## src/rtl/core/adl_pkg.sv

```systemverilog
// ============================================================================
// adl_pkg
// Constants, segment table and shared types of the distance linearizer.
// ============================================================================
package adl_pkg;

    // Window and field widths
    localparam int SAMPLES  = 20;
    localparam int SAMPLE_W = 10;
    localparam int SUM_W    = 15;
    localparam int CNT_W    = (SAMPLES > 1) ? $clog2(SAMPLES) : 1;
    localparam int MEAN_W   = 10;
    localparam int DIST_W   = 7;
    localparam int SEG_W    = 3;
    localparam int NUM_W    = 15;
    localparam int WIDE_W   = 17;
    localparam int PROD_W   = 32;
    localparam int RECIP_W  = 17;

    // Mean by reciprocal: exact floor for any sum below 2**SUM_W
    localparam int MEAN_SH  = SUM_W + $clog2(SAMPLES);
    localparam int MEAN_M   = ((1 << MEAN_SH) + SAMPLES - 1) / SAMPLES;

    // Knots and end distances
    localparam logic [MEAN_W-1:0] LOW_KNOT = MEAN_W'(80);
    localparam logic [MEAN_W-1:0] TOP_KNOT = MEAN_W'(490);
    localparam logic [DIST_W-1:0] LOW_DIST = DIST_W'(80);
    localparam logic [DIST_W-1:0] TOP_DIST = DIST_W'(10);

    // Segment that halves instead of dividing by a slope
    localparam logic [SEG_W-1:0] SEG_HALF = SEG_W'(2);

    // Slopes in hundredths and their reciprocals
    localparam int K0 = 77;
    localparam int K1 = 211;
    localparam int K3 = 288;
    localparam int K4 = 511;
    localparam int K5 = 888;
    localparam int K6 = 2377;
    localparam int SH0 = NUM_W + $clog2(K0);
    localparam int SH1 = NUM_W + $clog2(K1);
    localparam int SH3 = NUM_W + $clog2(K3);
    localparam int SH4 = NUM_W + $clog2(K4);
    localparam int SH5 = NUM_W + $clog2(K5);
    localparam int SH6 = NUM_W + $clog2(K6);
    localparam int M0 = ((1 << SH0) + K0 - 1) / K0;
    localparam int M1 = ((1 << SH1) + K1 - 1) / K1;
    localparam int M3 = ((1 << SH3) + K3 - 1) / K3;
    localparam int M4 = ((1 << SH4) + K4 - 1) / K4;
    localparam int M5 = ((1 << SH5) + K5 - 1) / K5;
    localparam int M6 = ((1 << SH6) + K6 - 1) / K6;

    // Window handed from the accumulator to the mean stage
    typedef struct packed {
        logic             valid;
        logic [SUM_W-1:0] sum;
    } win_t;

    function automatic logic [SEG_W-1:0] seg_of(input logic [MEAN_W-1:0] mean);
        logic [SEG_W-1:0] s;
        priority if (mean >= MEAN_W'(276)) s = SEG_W'(6);
        else if (mean >= MEAN_W'(196))     s = SEG_W'(5);
        else if (mean >= MEAN_W'(150))     s = SEG_W'(4);
        else if (mean >= MEAN_W'(124))     s = SEG_W'(3);
        else if (mean >= MEAN_W'(106))     s = SEG_W'(2);
        else if (mean >= MEAN_W'(87))      s = SEG_W'(1);
        else                               s = SEG_W'(0);
        return s;
    endfunction

    function automatic logic [MEAN_W-1:0] seg_lo(input logic [SEG_W-1:0] s);
        logic [MEAN_W-1:0] v;
        unique case (s)
            SEG_W'(0): v = MEAN_W'(80);
            SEG_W'(1): v = MEAN_W'(87);
            SEG_W'(2): v = MEAN_W'(106);
            SEG_W'(3): v = MEAN_W'(124);
            SEG_W'(4): v = MEAN_W'(150);
            SEG_W'(5): v = MEAN_W'(196);
            default:   v = MEAN_W'(276);
        endcase
        return v;
    endfunction

    function automatic logic [DIST_W-1:0] seg_base(input logic [SEG_W-1:0] s);
        logic [DIST_W-1:0] v;
        unique case (s)
            SEG_W'(0): v = DIST_W'(80);
            SEG_W'(1): v = DIST_W'(70);
            SEG_W'(2): v = DIST_W'(60);
            SEG_W'(3): v = DIST_W'(50);
            SEG_W'(4): v = DIST_W'(40);
            SEG_W'(5): v = DIST_W'(30);
            default:   v = DIST_W'(20);
        endcase
        return v;
    endfunction

    // Slope minus one, the bias that turns the floor quotient into a ceiling
    function automatic logic [WIDE_W-1:0] seg_bias(input logic [SEG_W-1:0] s);
        logic [WIDE_W-1:0] v;
        unique case (s)
            SEG_W'(0): v = WIDE_W'(K0 - 1);
            SEG_W'(1): v = WIDE_W'(K1 - 1);
            SEG_W'(3): v = WIDE_W'(K3 - 1);
            SEG_W'(4): v = WIDE_W'(K4 - 1);
            SEG_W'(5): v = WIDE_W'(K5 - 1);
            default:   v = WIDE_W'(K6 - 1);
        endcase
        return v;
    endfunction

    function automatic logic [RECIP_W-1:0] seg_recip(input logic [SEG_W-1:0] s);
        logic [RECIP_W-1:0] v;
        unique case (s)
            SEG_W'(0): v = RECIP_W'(M0);
            SEG_W'(1): v = RECIP_W'(M1);
            SEG_W'(3): v = RECIP_W'(M3);
            SEG_W'(4): v = RECIP_W'(M4);
            SEG_W'(5): v = RECIP_W'(M5);
            default:   v = RECIP_W'(M6);
        endcase
        return v;
    endfunction

    function automatic logic [DIST_W-1:0] seg_quot(input logic [PROD_W-1:0] prod,
                                                   input logic [SEG_W-1:0]  s);
        logic [PROD_W-1:0] q;
        unique case (s)
            SEG_W'(0): q = prod >> SH0;
            SEG_W'(1): q = prod >> SH1;
            SEG_W'(3): q = prod >> SH3;
            SEG_W'(4): q = prod >> SH4;
            SEG_W'(5): q = prod >> SH5;
            default:   q = prod >> SH6;
        endcase
        return q[DIST_W-1:0];
    endfunction

endpackage

```

## src/rtl/core/adl_accum.sv

```systemverilog
// ============================================================================
// adl_accum
// Sample accumulator: sums a window of samples and hands the total onward.
// ============================================================================
module adl_accum
    import adl_pkg::*;
(
    input  logic                aclk,
    input  logic                aresetn,
    input  logic                s_tvalid,
    output logic                s_tready,
    input  logic [SAMPLE_W-1:0] sample,
    input  logic                win_ready,
    output win_t                win
);

    logic [SUM_W-1:0] sum_reg, sum_next;
    logic [CNT_W-1:0] cnt_reg, cnt_next;
    logic             win_valid_reg, win_valid_next;
    logic [SUM_W-1:0] win_sum_reg;
    logic [SUM_W-1:0] sum_total;
    logic             accept;
    logic             last;

    assign s_tready  = !win_valid_reg || win_ready;
    assign accept    = s_tvalid && s_tready;
    assign sum_total = sum_reg + SUM_W'(sample);
    assign last      = (cnt_reg == CNT_W'(SAMPLES - 1));

    always_comb begin
        sum_next       = sum_reg;
        cnt_next       = cnt_reg;
        win_valid_next = win_valid_reg && !win_ready;
        if (accept) begin
            if (last) begin
                sum_next       = '0;
                cnt_next       = '0;
                win_valid_next = 1'b1;
            end else begin
                sum_next = sum_total;
                cnt_next = cnt_reg + CNT_W'(1);
            end
        end
    end

    always_ff @(posedge aclk) begin
        if (!aresetn) begin
            sum_reg       <= '0;
            cnt_reg       <= '0;
            win_valid_reg <= 1'b0;
        end else begin
            sum_reg       <= sum_next;
            cnt_reg       <= cnt_next;
            win_valid_reg <= win_valid_next;
        end
    end

    // Capture the closing total
    always_ff @(posedge aclk) begin
        if (accept && last) begin
            win_sum_reg <= sum_total;
        end
    end

    assign win.valid = win_valid_reg;
    assign win.sum   = win_sum_reg;

endmodule

```

## src/rtl/core/adc_average_distance_linearizer.sv

```systemverilog
// A window's total is registered in the accumulator by the edge that accepts its last sample,
// then moves through the mean, segment, quotient and output registers to m_tvalid.
// Throughput: one sample per cycle while s_tready is high; one result per SAMPLES samples.
// Five register stages (accumulate, mean, segment, quotient, output) each advance
// when the next one is free, so s_tready drops only when all of them are full.
// Reset (aresetn low, synchronous): clear sum, count, last distance and all valids.
// ============================================================================
// adc_average_distance_linearizer
// Averages a window of converter samples and maps the mean to a distance in
// centimeters through a seven-segment piecewise linear table.
// ============================================================================
module adc_average_distance_linearizer
    import adl_pkg::*;
(
    input  logic        aclk,
    input  logic        aresetn,
    input  logic        s_tvalid,
    output logic        s_tready,
    input  logic [15:0] s_tdata,   // [9:0] adc_sample, [15:10] zero
    output logic        m_tvalid,
    input  logic        m_tready,
    output logic [23:0] m_tdata,   // [6:0] distance_cm, [16:7] mean_value, [23:17] zero
    output logic [0:0]  m_tuser    // [0] held
);

    // Segment stage payload
    typedef struct packed {
        logic              low;
        logic              top;
        logic              over;
        logic [SEG_W-1:0]  seg;
        logic [NUM_W-1:0]  num;
        logic [MEAN_W-1:0] mean;
    } seg_stage_t;

    // Quotient stage payload
    typedef struct packed {
        logic              low;
        logic              top;
        logic              over;
        logic [SEG_W-1:0]  seg;
        logic [DIST_W-1:0] quot;
        logic [MEAN_W-1:0] mean;
    } quot_stage_t;

    win_t              win;
    logic              en_out, en4, en3, en2;

    logic              v2_reg, v3_reg, v4_reg, m_valid_reg;
    logic [MEAN_W-1:0] mean_reg;
    seg_stage_t        s3_reg, s3_next;
    quot_stage_t       s4_reg, s4_next;
    logic [DIST_W-1:0] last_dist_reg, last_dist_next;
    logic [DIST_W-1:0] dist_reg, dist_next;
    logic [MEAN_W-1:0] mean_out_reg;
    logic              held_reg;

    logic [PROD_W-1:0] mean_prod;
    logic [MEAN_W-1:0] seg_d;
    logic [WIDE_W-1:0] num_wide;
    logic [PROD_W-1:0] quot_prod;
    logic [DIST_W-1:0] lin_dist;

    // Stall chain: a stage loads when empty or when its successor loads
    assign en_out = !m_valid_reg || m_tready;
    assign en4    = !v4_reg || en_out;
    assign en3    = !v3_reg || en4;
    assign en2    = !v2_reg || en3;

    adl_accum u_accum (
        .aclk      (aclk),
        .aresetn   (aresetn),
        .s_tvalid  (s_tvalid),
        .s_tready  (s_tready),
        .sample    (s_tdata[SAMPLE_W-1:0]),
        .win_ready (en2),
        .win       (win)
    );

    // Mean: multiply by the window reciprocal, keep the integer part
    assign mean_prod = PROD_W'(win.sum) * PROD_W'(MEAN_M);

    // Segment: locate the knot, form the biased numerator 100*d + K - 1, or d alone in the halving segment
    always_comb begin
        s3_next.low  = (mean_reg <= LOW_KNOT);
        s3_next.top  = (mean_reg == TOP_KNOT);
        s3_next.over = (mean_reg > TOP_KNOT);
        s3_next.seg  = seg_of(mean_reg);
        s3_next.mean = mean_reg;
        seg_d        = mean_reg - seg_lo(s3_next.seg);
        num_wide     = WIDE_W'(seg_d) * WIDE_W'(100) + seg_bias(s3_next.seg);
        if (s3_next.seg == SEG_HALF) begin
            s3_next.num = NUM_W'(seg_d);
        end else begin
            s3_next.num = num_wide[NUM_W-1:0];
        end
    end

    // Quotient: ceiling of 100*d/K by reciprocal, or a halving
    assign quot_prod = PROD_W'(s3_reg.num) * PROD_W'(seg_recip(s3_reg.seg));

    always_comb begin
        s4_next.low  = s3_reg.low;
        s4_next.top  = s3_reg.top;
        s4_next.over = s3_reg.over;
        s4_next.seg  = s3_reg.seg;
        s4_next.mean = s3_reg.mean;
        if (s3_reg.seg == SEG_HALF) begin
            s4_next.quot = s3_reg.num[DIST_W:1];
        end else begin
            s4_next.quot = seg_quot(quot_prod, s3_reg.seg);
        end
    end

    // Output: pick an end value or the segment's linear value, or hold the last distance past the top knot
    always_comb begin
        priority if (s4_reg.low) lin_dist = LOW_DIST;
        else if (s4_reg.top)     lin_dist = TOP_DIST;
        else                     lin_dist = seg_base(s4_reg.seg) - s4_reg.quot;

        last_dist_next = last_dist_reg;
        if (s4_reg.over) begin
            dist_next = last_dist_reg;
        end else begin
            dist_next = lin_dist;
        end
        if (en_out && v4_reg && !s4_reg.over) begin
            last_dist_next = lin_dist;
        end
    end

    always_ff @(posedge aclk) begin
        if (!aresetn) begin
            v2_reg        <= 1'b0;
            v3_reg        <= 1'b0;
            v4_reg        <= 1'b0;
            m_valid_reg   <= 1'b0;
            last_dist_reg <= '0;
        end else begin
            if (en2) begin
                v2_reg <= win.valid;
            end
            if (en3) begin
                v3_reg <= v2_reg;
            end
            if (en4) begin
                v4_reg <= v3_reg;
            end
            if (en_out) begin
                m_valid_reg <= v4_reg;
            end
            last_dist_reg <= last_dist_next;
        end
    end

    // Payload registers advance with their valids
    always_ff @(posedge aclk) begin
        if (en2 && win.valid) begin
            mean_reg <= mean_prod[MEAN_SH +: MEAN_W];
        end
        if (en3 && v2_reg) begin
            s3_reg <= s3_next;
        end
        if (en4 && v3_reg) begin
            s4_reg <= s4_next;
        end
        if (en_out && v4_reg) begin
            dist_reg     <= dist_next;
            mean_out_reg <= s4_reg.mean;
            held_reg     <= s4_reg.over;
        end
    end

    assign m_tvalid   = m_valid_reg;
    assign m_tdata    = {7'd0, mean_out_reg, dist_reg};
    assign m_tuser[0] = held_reg;

endmodule

```

## config.mk

```make
export PLATFORM = sky130hd
export DESIGN_NAME = adc_average_distance_linearizer
export DESIGN_NICKNAME = d
export VERILOG_FILES = /design/src/rtl/core/adl_pkg.sv /design/src/rtl/core/adl_accum.sv /design/src/rtl/core/adc_average_distance_linearizer.sv
export SDC_FILE = /design/constraint.sdc
export NUM_CORES = 1
export LEC_CHECK = 0
export BUFFER_PORTS_ARGS = -buffer_cell sky130_fd_sc_hd__buf_2
export CORE_AREA = 2 2 179 181
export DETAILED_ROUTE_END_ITERATION = 7
export DIE_AREA = 0 0 181 183
export PLACE_DENSITY = 0.77
export SYNTH_ARGS = -nofsm -noshare
export SYNTH_HDL_FRONTEND = slang
export SYNTH_HIERARCHICAL = 1
export SYNTH_SLANG_ARGS = --single-unit
```

## constraint.sdc

```tcl
create_clock -name aclk -period 7.8 [get_ports aclk]
set_input_delay 0.39 -clock aclk [delete_from_list [all_inputs] [get_ports aclk]]
set_output_delay 0.39 -clock aclk [all_outputs]
set_load 0.02 [all_outputs]
```

==> key figures <==
Power
  – Peak supply drop: between 0.1 and 0.15 mV
  – Pwr Density: 86.1 nW/um^2
  – Leakage power total: between 9 and 10 nW

Setup path
  – Critical path fanouts, max: 11
  – Largest stage delay on the critical path: 560 ps
  – Reg2Reg Depth: 20
  – Setup crit start kind: flip-flop
  – Arr. time, crit path: roughly 7600 ps
  – Worst reg2reg setup slack: 350 ps
  – Crit-path most repeated cell: fa_1
  – Kind of critical path: flip-flop to flip-flop
  – Critical Path, Cell by Cell: nand2_1, buf_4, a21o_1, and2_1, fa_1, fa_1, fa_1, fa_1, fa_1, fa_1, ha_1, and4_1, nand3_1, nand2b_1, a31oi_2, a211oi_2, o21bai_1, xor2_1, o221ai_1, a222oi_1
  – Slowest cell on crit path: a222oi_1
  – Crit path capture type: flip-flop
  – Dominant delay contributor by cell family on the critical path: adder cells
  – Critical Path RT: between 7000 and 8000 ps
  – R2R Path Start: s3_reg[25]
  – Crit path buf inv count: 1
  – Worst r2r dst: s4_reg[11]

Timing
  – Hold slack final: around 300 ps
  – Shortest period the worst path allows: ~7400 ps
  – Slew at the pin with the worst max-slew slack: roughly 1300 ps
  – Hold Vio Cnt, Final: 0
  – Final worst slack: 351 ps
  – Final setup fails: 0
  – Setup skew after layout: ~7.4 ps
  – Max_slew headroom: 11.7%
  – Final Max Slew Viols: 0
  – Final period util: 95.5%
  – Fmax: 0.134 GHz

Routing
  – Initial DRC count: 900
  – TritonRoute pass-1 iters: 5
  – Antenna viol nets, final: 0
  – DRC viols: 0
  – Vias: roughly 13000
  – Wire per inst: 17.3 um
  – Drt via density: between 5 and 6
  – Final wirelength: roughly 39 mm

Clock tree
  – Clock sink count: approximately 130
  – Worst-Skew Late Latency: 430 ps
  – H-tree depth: 4
  – CTS tree: done
  – Clk root buf: clkbuf_16
  – CTS Buf Count: 17
  – Reg clk slew, reported paths: 60 ps
  – Hold Buf Count CTS: 0
  – Longest Clk Path Bufs: 2

Final layout
  – Final nets: 2373
  – FF+latch area: about 3600 sq um
  – Max reg flops: 31
  – Final core occ: roughly 60%
  – Multi-input logic area: between 10000 and 15000 sq um
  – # diodes: 0
  – Layout overhead on the synthesized area: 8.23%
  – Layout cells sized above 1: ~8.5%
  – # fillers: about 2500
  – Non-Filler Instances: approximately 2300

Hold path
  – Hold_sp: s_tdata[0]
  – Hold Path Stages: 2
  – Worst hold-check path type: primary input to flip-flop
  – Hold worst-path end: u_accum/win_sum_reg[0]

Yosys
  – Sequential element share of the synthesized area: about 20%
  – Yosys cell types: 85
  – Mean Syn Cell Area: about 9.9 sq um
  – Yosys warns: 6
  – Top-count cell post-synth: inv_1
  – Synthesized area: ~18000 sq um
  – Post-synth top flop: edfxtp_1
  – Flops & latches, synth: ~130
  – Synth top cells by count: inv_1, ha_1, fa_1
  – Top post-synthesis cells by area: fa_1, ha_1, edfxtp_1, inv_1, dfxtp_1
  – Async SR Flop Fraction: 0%
  – Post-synth EDFFs: 97
  – Post-synth top area share: between 20% and 30%
  – Cells after Synth: approximately 1800
  – Yosys top cell by area: fa_1

Floorplan
  – I/O pins: 47
  – Initial Utilization: a little under three fifths
  – Die W: 181 um
  – Chip height: 183 um
  – Die area: approximately 33000 sq um
  – Rows: 65
  – Core ar.: between 30000 and 40000 sq um

Run status
  – Status: completed

Flow run
  – Max_cap viols: 0

Place
  – Placer Congestion: approximately 0.89
  – Final HPWL DP: between 30 and 40 mm
  – Buffers on Ports: 33
  – Setup slack at placement: 12.7 ps
  – Placed insts: 2216

Global route
  – Largest net degree at the start of global routing: 32
  – GRT Overall Usage: between 20 and 25%
  – Initial antenna violation count: 0
  – Global-route wire length before repair: approximately 66 mm
  – Global route overflow: 0
  – Vias in the first global route: 13600
[stage by stage]
stage	total power (W)	setup TNS [ps]	cell area [sq um]
detailed placement	0.000853	0	18500
floorplan	0.000835	0	17800
finish	0.00166	0	19300
global route	0.00171	-58.3	19300
CTS	0.00167	0	19100
global placement	0.000850	0	18500
[power by group]
group	switching (W)	total [W]	internal, W
registers	0.00000715	0.000750	0.000743
logic	0.0000537	0.0000906	0.0000369
clock network	0.000313	0.000819	0.000506
total	0.000374	0.00166	0.00129
[layer usage]
metal | vias up | global-route usage, % | part of all wire (%)
li1 | 6009 | - | -
met1 | 6358 | 31.9 | 42
met2 | 384 | 42.7 | 50
met3 | 72 | 4.79 | 5.8
met4 | 0 | 7.58 | 2.2
met5 | - | 0 | 0
[cells in the final DEF (no fill, tap or decap), types with 47 or more instances in the layout]
| cell type | n |
|---|---|
| buf_4 | 49 |
| nand2_1 | 170 |
| edfxtp_1 | 97 |
| and2_1 | 83 |
| a21oi_1 | 61 |
| xnor2_1 | 47 |
| inv_1 | 313 |
| ha_1 | 277 |
| fa_1 | 232 |
| nor2_1 | 75 |
[worst max-delay path by stage]
| stage | from | endpoint | slack, ps | depth (start not counted) |
|---|---|---|---|---|
| floorplan | s3_reg[26] | s4_reg[16] | 410 | 25 |
| global placement | s3_reg[25] | s4_reg[12] | 140 | 23 |
| detailed placement | s3_reg[25] | s4_reg[11] | 10 | 20 |
| CTS | s3_reg[27] | s4_reg[11] | 210 | 22 |
| global route | mean_reg[3] | s3_reg[24] | -50 | 32 |
| finish | s3_reg[25] | s4_reg[11] | 350 | 20 |
[layout make-up]
class | count | share of cell area (%)
clock inverter | 15 | 0.935
timing repair buffer | 82 | 2.77
tap | 402 | 2.61
clock buffer | 17 | 2.21
inverter | 313 | 6.10
sequential | 129 | 18.4
multi-input combinational | 1301 | 66.9
[what timing repair did]
action                                  4_1_cts  5_1_grt
endpoints found under the setup margin        2        9
gates resized for setup                       0       16
pin swaps                                     0        3
setup buffers                                 3        8
[cell families after synthesis]
| family | Yosys count | synth area share [%] |
|---|---|---|
| other | 1 | 0.0211 |
| adders and majority gates | 509 | 45.6 |
| AOI/OAI and AO/OA | 253 | 9.86 |
| buffers and inverters | 374 | 8.14 |
| muxes | 4 | 0.239 |
| xor gates and xnor gates | 69 | 3.44 |
| and+or+nand+nor | 459 | 12.8 |
| DFF | 129 | 20.0 |
No activity file was read; power rests on OpenSTA's default activity.
